## src/rtl/packed_word_string_utf8_check_core_assert.svh

```systemverilog
// Assertion macros shared by the string checker RTL.
`ifndef PACKED_WORD_STRING_UTF8_CHECK_CORE_ASSERT_SVH
`define PACKED_WORD_STRING_UTF8_CHECK_CORE_ASSERT_SVH

// Same-cycle implication, held off while reset is asserted.
`define PKWU_ASSERT_IMPLIES(lbl, clk, rstn, ante, cons) \
	lbl: assert property (@(posedge clk) disable iff (!rstn) (ante) |-> (cons)) \
		else $error("same-cycle check failed");

// Next-cycle implication, held off while reset is asserted.
`define PKWU_ASSERT_NEXT(lbl, clk, rstn, ante, cons) \
	lbl: assert property (@(posedge clk) disable iff (!rstn) (ante) |=> (cons)) \
		else $error("next-cycle check failed");

`endif

```

## src/rtl/pkwu_pkg.sv

```systemverilog
// Types and constants for the packed-word UTF-8 string checker.
package pkwu_pkg;

	localparam int CAP_W = 5;
	localparam int CNT_W = 5;

	localparam logic [CAP_W-1:0] MAX_WORDS = 5'd16;
	localparam logic [CNT_W-1:0] WORDS_SAT = 5'd31;
	localparam logic [CAP_W-1:0] CAP_RESET = 5'd4;
	localparam logic [7:0]       BIAS      = 8'd128;

	typedef logic [3:0][7:0] char4_t;

	typedef enum logic [1:0] {
		VERDICT_PENDING  = 2'd0,
		VERDICT_VALID    = 2'd1,
		VERDICT_INVALID  = 2'd2,
		VERDICT_OVER_CAP = 2'd3
	} verdict_t;

	// allowed range of the next continuation byte
	typedef enum logic [2:0] {
		RNG_NORMAL = 3'd0,  // 80..BF
		RNG_A0_BF  = 3'd1,
		RNG_80_9F  = 3'd2,
		RNG_90_BF  = 3'd3,
		RNG_80_8F  = 3'd4
	} rng_t;

	typedef struct packed {
		logic [1:0] cont;
		rng_t       rng;
		logic       term;
		logic       inv;
	} chk_state_t;

	localparam chk_state_t CHK_RESET = '{cont: 2'd0, rng: RNG_NORMAL, term: 1'b0, inv: 1'b0};

	typedef struct packed {
		logic adv;   // word in stage 1 moves to the result register
		logic last;  // that word ends the string
	} step_t;

endpackage

```

## src/rtl/pkwu_checker.sv

```systemverilog
// Per-string UTF-8 state, four chained byte classifiers and verdict logic.
module pkwu_checker (
	input  logic                        clk,
	input  logic                        arst_n,
	input  pkwu_pkg::step_t             step,
	input  pkwu_pkg::char4_t            chars,
	input  logic [pkwu_pkg::CAP_W-1:0]  capacity,
	output pkwu_pkg::verdict_t          verdict
);
	import pkwu_pkg::*;
	`include "packed_word_string_utf8_check_core_assert.svh"

	chk_state_t            state_q;
	logic [CNT_W-1:0]      words_q;
	chk_state_t            st1, st2, st3, st4;
	logic [CAP_W-1:0]      cap_eff;

	function automatic chk_state_t check_byte(chk_state_t st, logic [7:0] b);
		chk_state_t nx;
		logic [7:0] lo;
		logic [7:0] hi;
		nx = st;
		case (st.rng)
			RNG_A0_BF: begin lo = 8'hA0; hi = 8'hBF; end
			RNG_80_9F: begin lo = 8'h80; hi = 8'h9F; end
			RNG_90_BF: begin lo = 8'h90; hi = 8'hBF; end
			RNG_80_8F: begin lo = 8'h80; hi = 8'h8F; end
			default:   begin lo = 8'h80; hi = 8'hBF; end
		endcase
		if (!(st.term || st.inv)) begin
			if (b == 8'h00) begin
				nx.term = 1'b1;
				if (st.cont != 2'd0)
					nx.inv = 1'b1;
			end else if (st.cont != 2'd0) begin
				if (b >= lo && b <= hi) begin
					nx.cont = st.cont - 2'd1;
					nx.rng  = RNG_NORMAL;
				end else begin
					nx.inv = 1'b1;
				end
			end else begin
				nx.rng = RNG_NORMAL;
				if (b <= 8'h7F) begin
					nx.cont = 2'd0;
				end else if (b >= 8'hC2 && b <= 8'hDF) begin
					nx.cont = 2'd1;
				end else if (b == 8'hE0) begin
					nx.cont = 2'd2;
					nx.rng  = RNG_A0_BF;
				end else if (b == 8'hED) begin
					nx.cont = 2'd2;
					nx.rng  = RNG_80_9F;
				end else if (b >= 8'hE1 && b <= 8'hEF) begin
					nx.cont = 2'd2;
				end else if (b == 8'hF0) begin
					nx.cont = 2'd3;
					nx.rng  = RNG_90_BF;
				end else if (b >= 8'hF1 && b <= 8'hF3) begin
					nx.cont = 2'd3;
				end else if (b == 8'hF4) begin
					nx.cont = 2'd3;
					nx.rng  = RNG_80_8F;
				end else begin
					nx.inv = 1'b1;
				end
			end
		end
		return nx;
	endfunction

	always_comb begin
		st1 = check_byte(state_q, chars[0]);
		st2 = check_byte(st1, chars[1]);
		st3 = check_byte(st2, chars[2]);
		st4 = check_byte(st3, chars[3]);
	end

	assign cap_eff = (capacity > MAX_WORDS) ? MAX_WORDS : capacity;

	always_comb begin
		if (!step.last)
			verdict = VERDICT_PENDING;
		else if (words_q >= cap_eff)
			verdict = VERDICT_OVER_CAP;
		else if (st4.inv)
			verdict = VERDICT_INVALID;
		else
			verdict = VERDICT_VALID;
	end

	always_ff @(posedge clk or negedge arst_n) begin
		if (!arst_n) begin
			state_q <= CHK_RESET;
			words_q <= '0;
		end else if (step.adv) begin
			if (step.last) begin
				state_q <= CHK_RESET;
				words_q <= '0;
			end else begin
				state_q <= st4;
				if (words_q != WORDS_SAT)
					words_q <= words_q + CNT_W'(1);
			end
		end
	end

	`PKWU_ASSERT_NEXT(a_hold_when_idle, clk, arst_n, !step.adv, $stable(state_q) && $stable(words_q))
	`PKWU_ASSERT_NEXT(a_clear_after_last, clk, arst_n, step.adv && step.last, (words_q == '0) && (state_q == CHK_RESET))
	`PKWU_ASSERT_IMPLIES(a_range_needs_cont, clk, arst_n, state_q.rng != RNG_NORMAL, state_q.cont != 2'd0)

endmodule

```

## src/rtl/packed_word_string_utf8_check_core.sv

```systemverilog
// Top level of the packed-word UTF-8 string checker.
//
// Usage:
//   Input stream (s_axis_*): one 32-bit word per transfer, four biased
//   characters, most significant byte first; tlast marks the final word.
//   Output stream (m_axis_*): one result word per input word, carrying the
//   four decoded bytes (byte minus 128), tlast = end of string and tuser =
//   verdict (pending on every non-final word, then valid, invalid or
//   capacity exceeded on the final one). The last byte of a final word is
//   always forced to zero, so every string is terminated.
//   Config (cfg_*): capacity in words, always ready; write only while idle.
// Timing:
//   Each word passes the input register, then the result register. One word
//   per cycle sustained while m_axis_tready stays high; the four byte
//   classifiers are chained in a single combinational stage between the two registers.
// Reset: clears both stage valids, the per-string checker state and sets
//   capacity to 4 words.
// Stall: when m_axis_tready is low the result holds; the input register
//   still takes one more word if empty, then s_axis_tready drops until
//   the result drains.
module packed_word_string_utf8_check_core (
	input  logic                        clk,
	input  logic                        arst_n,
	// input stream
	input  logic                        s_axis_tvalid,
	output logic                        s_axis_tready,
	input  logic [31:0]                 s_axis_tdata,   // [31:0] packed_word
	input  logic                        s_axis_tlast,   // last_word
	// result stream
	output logic                        m_axis_tvalid,
	input  logic                        m_axis_tready,
	output logic [31:0]                 m_axis_tdata,   // [7:0] char0, [15:8] char1,
	                                                    // [23:16] char2, [31:24] char3
	output logic                        m_axis_tlast,   // end_of_string
	output logic [1:0]                  m_axis_tuser,   // [1:0] verdict
	// configuration
	input  logic                        cfg_valid,
	output logic                        cfg_ready,
	input  logic [pkwu_pkg::CAP_W-1:0]  cfg_data        // capacity_words
);
	import pkwu_pkg::*;
	`include "packed_word_string_utf8_check_core_assert.svh"

	// stage 1: input register
	logic               in_valid_s1;
	logic [31:0]        word_s1;
	logic               last_s1;
	// stage 2: result register
	logic               out_valid_s2;
	char4_t             data_s2;
	logic               last_s2;
	verdict_t           verdict_s2;

	logic [CAP_W-1:0]   capacity_q;
	logic               s2_ready;
	logic               in_accept;
	step_t              step;
	char4_t             chars;
	verdict_t           verdict;

	// the result register frees when empty or being taken this cycle
	assign s2_ready      = !out_valid_s2 || m_axis_tready;
	assign step.adv      = in_valid_s1 && s2_ready;
	assign step.last     = last_s1;
	assign s_axis_tready = !in_valid_s1 || s2_ready;
	assign in_accept     = s_axis_tvalid && s_axis_tready;
	assign cfg_ready     = 1'b1;

	// unbias the four bytes; the final word always ends in a terminator
	always_comb begin
		for (int i = 0; i < 4; i++)
			chars[i] = word_s1[8*(3-i) +: 8] - BIAS;
		if (last_s1)
			chars[3] = 8'h00;
	end

	pkwu_checker u_checker (
		.clk      (clk),
		.arst_n   (arst_n),
		.step     (step),
		.chars    (chars),
		.capacity (capacity_q),
		.verdict  (verdict)
	);

	always_ff @(posedge clk or negedge arst_n) begin
		if (!arst_n)
			capacity_q <= CAP_RESET;
		else if (cfg_valid && cfg_ready)
			capacity_q <= cfg_data;
	end

	// stage valids
	always_ff @(posedge clk or negedge arst_n) begin
		if (!arst_n) begin
			in_valid_s1  <= 1'b0;
			out_valid_s2 <= 1'b0;
		end else begin
			if (in_accept)
				in_valid_s1 <= 1'b1;
			else if (step.adv)
				in_valid_s1 <= 1'b0;

			if (step.adv)
				out_valid_s2 <= 1'b1;
			else if (m_axis_tready)
				out_valid_s2 <= 1'b0;
		end
	end

	// payload, no reset needed
	always_ff @(posedge clk) begin
		if (in_accept) begin
			word_s1 <= s_axis_tdata;
			last_s1 <= s_axis_tlast;
		end
		if (step.adv) begin
			data_s2    <= chars;
			last_s2    <= last_s1;
			verdict_s2 <= verdict;
		end
	end

	assign m_axis_tvalid = out_valid_s2;
	assign m_axis_tdata  = data_s2;
	assign m_axis_tlast  = last_s2;
	assign m_axis_tuser  = verdict_s2;

	`PKWU_ASSERT_IMPLIES(a_pending_mid_string, clk, arst_n, m_axis_tvalid && !m_axis_tlast, m_axis_tuser == VERDICT_PENDING)
	`PKWU_ASSERT_IMPLIES(a_full_blocks_input, clk, arst_n, in_valid_s1 && m_axis_tvalid && !m_axis_tready, !s_axis_tready)

endmodule

```

## config.mk

```make
export PLATFORM = sky130hd
export DESIGN_NAME = packed_word_string_utf8_check_core
export DESIGN_NICKNAME = d
export VERILOG_FILES = /design/src/rtl/pkwu_pkg.sv /design/src/rtl/pkwu_checker.sv /design/src/rtl/packed_word_string_utf8_check_core.sv
export VERILOG_INCLUDE_DIRS = /design/src /design/src/rtl
export SDC_FILE = /design/constraint.sdc
export NUM_CORES = 1
export LEC_CHECK = 0
export BUFFER_PORTS_ARGS = -buffer_cell sky130_fd_sc_hd__buf_2
export CORE_ASPECT_RATIO = 0.5
export CORE_MARGIN = 5
export CORE_UTILIZATION = 57
export DETAILED_ROUTE_END_ITERATION = 10
export PLACE_DENSITY = 0.79
export SYNTH_ARGS = -nofsm -noshare
export SYNTH_HDL_FRONTEND = slang
export SYNTH_SLANG_ARGS = --single-unit
```

## constraint.sdc

```tcl
create_clock -name clk -period 9.65 [get_ports clk]
set_clock_uncertainty 0.15 [all_clocks]
set_input_delay 1.93 -clock clk [delete_from_list [all_inputs] [get_ports clk]]
set_output_delay 1.93 -clock clk [all_outputs]
set_load 0.03 [all_outputs]
```

# Word-level counts from Yosys, hierarchy flattened
# Cells that the tools add are included.
[classes]
n_addsub = 9
n_lt_le_gt_ge = 38
eq_ne = 33
mux = 135
reduce_logical = 38
[ops]
columns = ["op", "n"]
rows = [
  ["two-way mux 5 bit", 31],
  ["== test 8 bit (second input constant)", 16],
  [">= comparator 8 bit (second input constant)", 12],
  ["<= comparator 8 bit (second input constant)", 12],
  ["case mux 6 bit (2 select lines)", 8],
  ["two-way mux 1 bit", 56],
  ["two-way mux 3 bit", 16],
  ["two-way mux 2 bit", 18],
  ["two-way mux 7 bit", 5],
  [">= comparator 8 bit", 4],
  ["<= comparator 8 x 7 -> 1 bit (second input constant)", 4],
  ["<= comparator 8 bit", 4],
  ["logical NOT 8 bit", 4],
  ["subtractor 8 bit (second input constant)", 4],
  ["== test 3 x 2 -> 1 bit (second input constant)", 8],
  ["logical AND 1 bit", 18],
  ["nonzero test 2 bit", 7],
  ["== test 3 x 1 -> 1 bit (second input constant)", 4],
  ["== test 3 bit (second input constant)", 4],
  ["two-way mux 8 bit", 1],
  ["subtractor 2 x 1 -> 2 bit (second input constant)", 4],
  ["logical OR 1 bit", 6],
  ["adder 5 x 1 -> 5 bit (second input constant)", 1],
  [">= comparator 5 bit", 1],
  ["4 further kinds", 5],
]
[totals]
regBits = 87
inputBits = 43
output_inout_bits = 38
wordCells = 269

# Depth between registers and ports, before layout
# Gate-level depths: netlist of run 1.
[depth]
word_depth = 48
ltp_mapped = 38
mapped_depth_nobuf = 38

# By module
# Synthesis of run 1 repeated with hierarchy kept, for this count alone.
[unflattened]
cells_unflattened = 439
area_unflattened_um2 = 4830.9
[by_module_without_submodules]
columns = ["module", "n_inst", "cells_per_inst", "area_each_um2", "seq_area_each_um2"]
rows = [
  ["pkwu_checker", 1, 340, 2447.3, 300.3],
  ["packed_word_string_utf8_check_core", 1, 99, 2383.5, 2218.4],
]

# Least setup slack after synthesis of run 1
# No wires, ideal clock.
[synth_timing]
kind = "reg-to-reg"
startpoint = "reg u_checker.state_q[4] in the netlist's numbering"
endpoint = "reg verdict_s2[1], in the netlist m_axis_tuser[1] (data pin)"
setup_ns = 0.152
t_arrival_ns = 7.286
required_ns = 9.348
setup_slack_ns = 2.063
stages_incl_launch_ff = 36
path_buffers = 0
period_less_slack_ns = 7.587
path_cell_list = "dfrtp_1 or3b_2 ha_1 nor2b_1 nor3_2 a211oi_2 o21ai_0 a32o_1 or2_2 a21oi_1 ha_1 a21oi_1 o21ba_2 o41ai_1 o211ai_1 a2bb2oi_2 nand3_1 ha_1 nor2b_1 a311o_1 o2111ai_1 nand2_1 and2_1 a21oi_2 nor2_1 a211oi_2 ha_1 and4_1 a31oi_1 nor4_1 o21ai_0 nor2b_1 o21bai_1 a21oi_1 or2_2 a31oi_1"
[synth_between]
elab_chain_cells = 43
elab_cells_between_ends = 115
cone_classes = "2 x add/sub; 8 x order compare; 16 x eq/ne; 79 x mux; 10 x reduce/logical"
[synth_rtl]
columns = ["element", "line", "text"]
rows = [
  ["start: declaration", "pkwu_checker.sv:13", "chk_state_t state_q;"],
  ["start signal: assignment", "pkwu_checker.sv:101", "state_q <= st4;"],
  ["== test 3 x 2 -> 1 bit (tied with other cells)", "pkwu_checker.sv:23", "case (st.rng)"],
  ["case mux 6 bit (2 select lines)", "pkwu_checker.sv:23", ""],
  [">= comparator 8 bit or <= comparator 8 bit (tied branches)", "pkwu_checker.sv:36", "if (b >= lo && b <= hi) begin"],
  ["logical AND 1 bit", "pkwu_checker.sv:36", ""],
  ["two-way mux 1 bit", "pkwu_checker.sv:36", ""],
  ["two-way mux 1 bit", "pkwu_checker.sv:35", "end else if (st.cont != 2'd0) begin"],
  ["two-way mux 1 bit", "pkwu_checker.sv:31", "if (b == 8'h00) begin"],
  ["two-way mux 7 bit *", "pkwu_checker.sv:30", "if (!(st.term || st.inv)) begin"],
  ["branches (longest 10 deep; another with >= comparator 8 bit)", "-", ""],
  ["two-way mux 7 bit *", "pkwu_checker.sv:30", ""],
  ["branches (longest 10 deep; another with >= comparator 8 bit)", "-", ""],
  ["two-way mux 7 bit *", "pkwu_checker.sv:30", ""],
  ["branches (longest 10 deep; another with >= comparator 8 bit)", "-", ""],
  ["two-way mux 7 bit *", "pkwu_checker.sv:30", ""],
  ["two-way mux 2 bit *", "pkwu_checker.sv:86", "else if (st4.inv)"],
  ["two-way mux 2 bit *", "pkwu_checker.sv:84", "else if (words_q >= cap_eff)"],
  ["end signal: assignment", "packed_word_string_utf8_check_core.sv:120", "verdict_s2 <= verdict;"],
  ["end: declaration", "packed_word_string_utf8_check_core.sv:52", "verdict_t verdict_s2;"],
]
# Mark *: on every way between the ends.
# A chain may end at the register's enable or synchronous reset.

# Worst setup path in the final report of run 1
# Ends and elaborated chain as after synthesis.

==> flow_summary.rst, run 1 <==
.. list-table::
   :header-rows: 1

   * - Metric
     - Value
   * - Syn Inst Count
     - 455
   * - Peak VDD IR
     - 0.0001206 V
   * - Number of nets in the layout
     - 608
   * - Global-route wire length before repair
     - 18460 um
   * - Total via count after detailed routing
     - 4021
   * - Maximum number of pins on one net before global-route repair
     - 34
   * - CP max stage delay
     - 490 ps
   * - Overall routed net length
     - 11270 um
   * - Synth Flop Type
     - sky130_fd_sc_hd__edfxtp_1
   * - Row cnt
     - 24
   * - Setup repair bufs after CTS
     - 0
   * - Share of Yosys cell area claimed by the top area cell type
     - 40.66%
   * - Average cell area after synthesis
     - 11.04 um2
   * - Endpoint class of the critical path
     - flip-flop
   * - Reg2reg start
     - u_checker.state_q[4]
   * - Synth area leaders
     - sky130_fd_sc_hd__edfxtp_1 (41%), sky130_fd_sc_hd__dfrtp_1 (9.0%), sky130_fd_sc_hd__ha_1 (6.7%)
   * - Number of DRC markers after the initial detailed-route iteration
     - 314
   * - Number of buffers created by CTS
     - 9
   * - Static leakage
     - 2.292 nW
   * - Number of distinct library cells after synthesis
     - 89
   * - Final std cells w/o fill
     - 660
   * - Share of final-layout standard cells stronger than drive strength 1
     - 23.94%
   * - Hold-fix buffer count after cts
     - 0
   * - Post-CTS clock slew at the launch and capture registers of the worst setup and hold paths
     - 60 ps
   * - Average via count per standard cell
     - 6.092
   * - Post-layout utilization of the core
     - 67.06%
   * - Most frequent cell after synthesis
     - sky130_fd_sc_hd__edfxtp_1
   * - Final period utilization
     - 89.57%
   * - Most frequent cell on the critical path
     - sky130_fd_sc_hd__ha_1
   * - Maximum level of the CTS H-tree
     - 3
   * - Vias in the first global route
     - 3716
   * - Synth-to-layout area growth
     - 15.47%
   * - Proportion of synthesized chip area in sequential cells
     - 50.15%
   * - PnR Total Power
     - 1.304 mW
   * - Library cell contributing the largest single delay on the critical path
     - sky130_fd_sc_hd__or3b_2
   * - Arrival time of data at the critical path endpoint
     - 8680 ps
   * - Slew at the pin closest to its max-slew limit
     - 807.2 ps
   * - Max transition margin
     - 46.19%
   * - Global route total overflow
     - 0
   * - Type of the most critical hold path
     - flip-flop to flip-flop
   * - Largest driver fanout on the critical path
     - 7
   * - Number of top-level design ports
     - 81
   * - Post-layout min period
     - 8643 ps
   * - Core area
     - 8648 um2
   * - Initial antenna violation count
     - 0
   * - HP Start
     - in_valid_s1
   * - Setup violation total in the final timing report
     - 0
   * - Count of final hold-check violations
     - 0
   * - Type of element launching the critical path
     - flip-flop
   * - CP Launch Point
     - u_checker.state_q[4]
   * - Root buffer selected by CTS
     - sky130_fd_sc_hd__clkbuf_16
   * - Areal power density over the cells
     - 224.9 nW/um2
   * - Count of flip-flops with a built-in enable after synthesis
     - 68
   * - Initial standard-cell utilization of the core
     - 58.07%
   * - Max-slew violations
     - 0
   * - Most common library cells after synthesis
     - sky130_fd_sc_hd__edfxtp_1 (68), sky130_fd_sc_hd__nand2_1 (32), sky130_fd_sc_hd__inv_1 (28), sky130_fd_sc_hd__nor2_1 (28), sky130_fd_sc_hd__o21ai_0 (28)
   * - Final estimated routing congestion in global placement
     - 0.9709
   * - Skew-Pair Late Insertion Delay
     - 340 ps
   * - Worst Path Required
     - 9690 ps
   * - Yosys reg bits
     - 87
   * - Post-cts gate resize count
     - 0
   * - Global-route usage over all layers
     - 21.28%
   * - Dpl hpwl
     - 8330 um
   * - Number of warnings reported in the yosys synthesis log
     - 0
   * - Number of I/O port buffers
     - 79
   * - Die Span X
     - 142.8 um
   * - Number of cells after detailed placement
     - 644
   * - Number of nets in the synthesized netlist
     - 525
   * - 1st-pass router iterations
     - 5
   * - Max-cap check violation count
     - 0
   * - Post-synth design cell area
     - 5022 um2
   * - Max Fclk
     - 0.1157 GHz
   * - Largest buffer count on any clock path
     - 2
   * - Fraction of synthesis flops using an asynchronous set or reset pin
     - 21.84%
   * - Routed WL per cell
     - 17.08 um
   * - WS Path Type
     - flip-flop to flip-flop
   * - Full die area
     - 10900 um2
   * - Post-synth top area cell
     - sky130_fd_sc_hd__edfxtp_1
   * - Setup TNS
     - 0 ps
   * - Setup repair after global routing missed its margin
     - no
   * - Number of antenna-violating nets in the routed design
     - 0
   * - Clock tree sinks
     - 87
   * - DRC errors left
     - 0
   * - Antenna diodes
     - 0
   * - Status
     - completed
   * - Y dimension of the die
     - 76.38 um
   * - Clock tree from TritonCTS
     - yes
## flip-flops by register name, indices dropped and copies added (netlist names)
name and flops:
capacity_q 5, in_valid_s1 1, last_s1 1, m_axis_tdata 32
m_axis_tlast 1, m_axis_tuser 2, m_axis_tvalid 1, u_checker.state_q 7
u_checker.words_q 5, word_s1 32
## power by group
part,switching [mW],internal (mW)
sequential,0.0376,0.448
clock,0.140,0.173
combinational,0.323,0.183
## cell type report
type / count / area, um2
flip-flops and latches: 87 / 2519
well taps: 117 / 146.4
clock buffers: 10 / 229.0
multi-input cells: 331 / 2357
clock inverters: 6 / 36.28
repair buffers: 80 / 402.9
fillers: 684 / 2849
inverters: 29 / 108.9
## final timing paths
check | to | slack, ps | depth (start not counted)
setup / recovery | m_axis_tuser[1] | 1010 | 34
hold / removal | m_axis_tvalid | 340 | 1
setup reg to reg | m_axis_tuser[1] | 1010 | 34
hold reg to reg | m_axis_tvalid | 340 | 1
max in group asynchronous | capacity_q[2] | 7650 | 1
min in group asynchronous | u_checker.state_q[1] | 1370 | 1
## critical path, delay by kind of cell (launching register included)
kind / cells / cell delay (ps)
flops: 1 / 430
simple gates: 14 / 2820
compound gates: 16 / 3870
fa+ha+maj: 4 / 1210
## per-layer routing
metal  wire length [um]  track usage [%]  up-vias  part of all wire (%)
li1                   -                -     1942                     -
met1               5452            31.94     1877                    48
met2               4754            30.34      185                    42
met3                875            4.953       17                   7.8
met4                189            6.926        0                   1.7
met5                  0                0        -                     0
## cells by family (layout without fill, tap and decap cells)
kind of cell	count (synthesis)	count (layout)	synth area share, %
DFF	87	87	50.15
xor gates and xnor gates	2	2	0.3488
muxes	7	7	1.545
adders and majority gates	27	27	6.726
other	1	1	0.07467
AOI/OAI and AO/OA	127	127	18.93
buffers and inverters	37	125	2.939
and+or+nand+nor	167	167	19.28
## cell usage in the layout, fill, tap and decap left out, types with 14 or more instances in the layout
master and count:
sky130_fd_sc_hd__o21ai_0 28, sky130_fd_sc_hd__inv_1 28, sky130_fd_sc_hd__a21oi_1 25, sky130_fd_sc_hd__dfrtp_1 18, sky130_fd_sc_hd__nand3_1 14, sky130_fd_sc_hd__nand2_1 32, sky130_fd_sc_hd__edfxtp_1 68, sky130_fd_sc_hd__ha_1 27
sky130_fd_sc_hd__buf_2 79, sky130_fd_sc_hd__nor2_1 28
## per-stage QoR
| stage | hold slack (ps) | area [um2] | setup WS (ps) |
|---|---|---|---|
| finish | 344.1 | 5799 | 1007 |
| floorplan | 274.4 | 5022 | 2063 |
| CTS | 344.7 | 5799 | 1070 |
| detailed placement | 339.3 | 5534 | 1271 |
| global placement | 326.1 | 5534 | 1513 |
| global route | 386.3 | 5799 | 460.6 |
Power figures use the tool's default switching activity.
==> inputs of run 2 (changes only) <==
ABC_AREA = 1   (was not set)
SLEW_MARGIN = 30   (was not set)
==> flow_summary.rst, run 2 <==
.. list-table::
   :header-rows: 1

   * - Metric
     - Value
   * - Clock tree from TritonCTS
     - yes
   * - Type of the most critical hold path
     - flip-flop to flip-flop
   * - Die Span X
     - 143.5 um (+0.51%)
   * - Proportion of synthesized chip area in sequential cells
     - 49.61% (-0.54 points)
   * - Syn Inst Count
     - 586 (+29%)
   * - Worst Path Required
     - 9600 ps (-90 ps)
   * - Synth-to-layout area growth
     - 16.44%
   * - Root buffer selected by CTS
     - sky130_fd_sc_hd__clkbuf_16
   * - Initial antenna violation count
     - 0 (unchanged)
   * - Placed standard-cell area
     - 5615 um2 (+1.5%)
   * - Endpoint class of the critical path
     - flip-flop
   * - Number of warnings reported in the yosys synthesis log
     - 0 (unchanged)
   * - Arrival time of data at the critical path endpoint
     - 7300 ps (-1380 ps)
   * - Number of I/O port buffers
     - 79 (unchanged)
   * - Vias in the first global route
     - 4045 (+8.9%)
   * - Post-cts gate resize count
     - 0 (unchanged)
   * - Fill cell count
     - 722 (+5.6%)
   * - Leading cell type in the layout, fill and taps excluded
     - sky130_fd_sc_hd__nand2_1
   * - Post-synth design cell area
     - 5077 um2 (+1.1%)
   * - Routed WL per cell
     - 13.87 um (-19%)
   * - Slew at the pin closest to its max-slew limit
     - 754.8 ps (-52.40 ps)
   * - Synth Flop Type
     - sky130_fd_sc_hd__edfxtp_1
   * - Layout Cell Area excl Fill
     - 5912 um2 (+1.9%)
   * - Fraction of synthesis flops using an asynchronous set or reset pin
     - 21.84% (unchanged)
   * - Row cnt
     - 24 (unchanged)
   * - Maximum level of the CTS H-tree
     - 3 (unchanged)
   * - Global route total overflow
     - 0 (unchanged)
   * - 1st-pass router iterations
     - 5 (unchanged)
   * - Setup repair bufs after CTS
     - 0 (unchanged)
   * - Final estimated routing congestion in global placement
     - 0.9895 (+1.9%)
   * - Dpl hpwl
     - 8551 um (+2.6%)
   * - Largest buffer count on any clock path
     - 2 (unchanged)
   * - Number of top-level design ports
     - 81 (unchanged)
   * - Global-route usage over all layers
     - 21.18% (-0.11 points)
   * - Post-CTS clock slew at the launch and capture registers of the worst setup and hold paths
     - 70 ps (about the same)
   * - Setup TNS
     - 0 ps (unchanged)
   * - Clock tree sinks
     - 87 (unchanged)
   * - Max transition margin
     - 49.63% (+3.4 points)
   * - Yosys reg bits
     - 87 (unchanged)
   * - Largest driver fanout on the critical path
     - 4 (-3)
   * - Y dimension of the die
     - 76.74 um (+0.47%)
   * - Leading cell types in the layout, fill and taps excluded
     - sky130_fd_sc_hd__nand2_1 (127), sky130_fd_sc_hd__inv_1 (88), sky130_fd_sc_hd__nor2_1 (83)
   * - Number of DRC markers after the initial detailed-route iteration
     - 296 (-5.7%)
   * - Status
     - completed
   * - DRC errors left
     - 0 (unchanged)
   * - Post-synth top area cell
     - sky130_fd_sc_hd__edfxtp_1
   * - Static leakage
     - 2.756 nW (+20%)
   * - Most common library cells after synthesis
     - sky130_fd_sc_hd__nand2_1 (127), sky130_fd_sc_hd__inv_1 (88), sky130_fd_sc_hd__nor2_1 (83), sky130_fd_sc_hd__edfxtp_1 (68), sky130_fd_sc_hd__nand3_1 (35)
   * - Overall routed net length
     - 11050 um (-1.9%)
   * - Core area
     - 8708 um2 (+0.69%)
   * - Share of final-layout standard cells stronger than drive strength 1
     - 20.44% (-3.5 points)
   * - Maximum number of pins on one net before global-route repair
     - 34 (unchanged)
   * - Synth area leaders
     - sky130_fd_sc_hd__edfxtp_1 (40%), sky130_fd_sc_hd__nand2_1 (9.4%), sky130_fd_sc_hd__dfrtp_1 (8.9%)
   * - Peak VDD IR
     - 0.0001564 V (+30%)
   * - Number of nets in the layout
     - 745 (+23%)
   * - Skew-Pair Late Insertion Delay
     - 340 ps (about the same)
   * - Most frequent cell on the critical path
     - sky130_fd_sc_hd__nand2_1
   * - Max-cap check violation count
     - 0 (unchanged)
   * - Global-route wire length before repair
     - 18770 um (+1.7%)
   * - Count of final hold-check violations
     - 0 (unchanged)
   * - Initial standard-cell utilization of the core
     - 58.30% (+0.23 points)
   * - PnR Total Power
     - 1.621 mW (+24%)
   * - Setup violation total in the final timing report
     - 0 (unchanged)
   * - Average via count per standard cell
     - 5.218 (-14%)
   * - Post-layout min period
     - 7347 ps (-1296 ps)
   * - Total via count after detailed routing
     - 4159 (+3.4%)
   * - Setup repair after global routing missed its margin
     - no
   * - Max Fclk
     - 0.1361 GHz (+18%)
   * - Antenna diodes
     - 0 (unchanged)
   * - Full die area
     - 11010 um2 (+0.98%)
   * - CP max stage delay
     - 400 ps (-90 ps)
   * - Count of flip-flops with a built-in enable after synthesis
     - 68 (unchanged)
   * - Most frequent cell after synthesis
     - sky130_fd_sc_hd__nand2_1
   * - Library cell contributing the largest single delay on the critical path
     - sky130_fd_sc_hd__dfrtp_1
   * - Areal power density over the cells
     - 274.2 nW/um2 (+22%)
   * - Number of distinct library cells after synthesis
     - 49 (-45%)
   * - Number of buffers created by CTS
     - 9 (unchanged)
   * - Average cell area after synthesis
     - 8.664 um2 (-22%)
   * - Number of nets in the synthesized netlist
     - 656 (+25%)
   * - Number of antenna-violating nets in the routed design
     - 0 (unchanged)
   * - Final period utilization
     - 76.13% (-13 points)
   * - Share of Yosys cell area claimed by the top area cell type
     - 40.22% (-0.44 points)
   * - Hold-fix buffer count after cts
     - 0 (unchanged)
   * - Max-slew violations
     - 0 (unchanged)
   * - Type of element launching the critical path
     - flip-flop
   * - WS Path Type
     - flip-flop to flip-flop
[run 2: path summary, 6_finish.rpt]
check / start / endpoint / slack [ps] / depth (start not counted)
hold reg to reg: word_s1[22] / m_axis_tdata[14] / 320 / 0
min in group asynchronous: arst_n / u_checker.words_q[2] / 1390 / 1
hold / removal: word_s1[22] / m_axis_tdata[14] / 320 / 0
max in group asynchronous: arst_n / capacity_q[2] / 7610 / 1
setup / recovery: u_checker.state_q[4] / m_axis_tuser[1] / 2300 / 50
setup reg to reg: u_checker.state_q[4] / m_axis_tuser[1] / 2300 / 50
[run 2: routing by layer]
metal | track usage [%] | up-vias | part of all wire [%]
met2 | 33.60 | 161 | 45
met3 | 4.661 | 17 | 8.1
met5 | 0 | - | 0
li1 | - | 2121 | -
met4 | 5.169 | 0 | 1.4
met1 | 29.80 | 1860 | 46
[run 2: cell type report]
class	count	area, um2	area share, %
Clock buffer	9	225.2	3.810
Clock inverter	7	71.32	1.206
Inverter	98	367.9	6.222
Multi-Input combinational cell	398	2172	36.74
Sequential cell	87	2519	42.60
Tap cell	117	146.4	2.476
Timing Repair Buffer	81	410.4	6.942
[run 2: critical path: cells and delay by family, from the launching register on]
family,cells,cell delay [ps]
adders and majority gates,4,1140
and+or+nand+nor,21,2130
AOI/OAI and AO/OA,16,2470
DFF,1,400
buffers and inverters,9,800
[run 2: kinds of logic after synthesis]
logic type                 after synthesis  synth area share [%]
and+or+nand+nor                        287                 25.16
buffers and inverters                  101                 7.614
DFF                                     87                 49.61
AOI/OAI and AO/OA                       79                 10.05
adders and majority gates               27                 6.653
muxes                                    3                0.6653
other                                    1               0.07386
xor gates and xnor gates                 1                0.1725
[run 2: metrics by stage]
| stage | worst slack (ps) | cells | util, % | hold slack [ps] |
|---|---|---|---|---|
| after floorplan | 3182 | 586 | - | 276.4 |
| after global placement | 2685 | 781 | 64.48 | 315.1 |
| after detailed placement | 2445 | 781 | 64.48 | 310.5 |
| after CTS | 2388 | 797 | 67.89 | 325.0 |
| after global routing | 1585 | 797 | 67.89 | 356.0 |
| final | 2303 | 797 | 67.89 | 319.3 |
[run 2: where the power goes]
| part | switching (mW) | internal, mW |
|---|---|---|
| clock | 0.141 | 0.200 |
| combinational | 0.518 | 0.263 |
| sequential | 0.0336 | 0.465 |
| total | 0.692 | 0.929 |
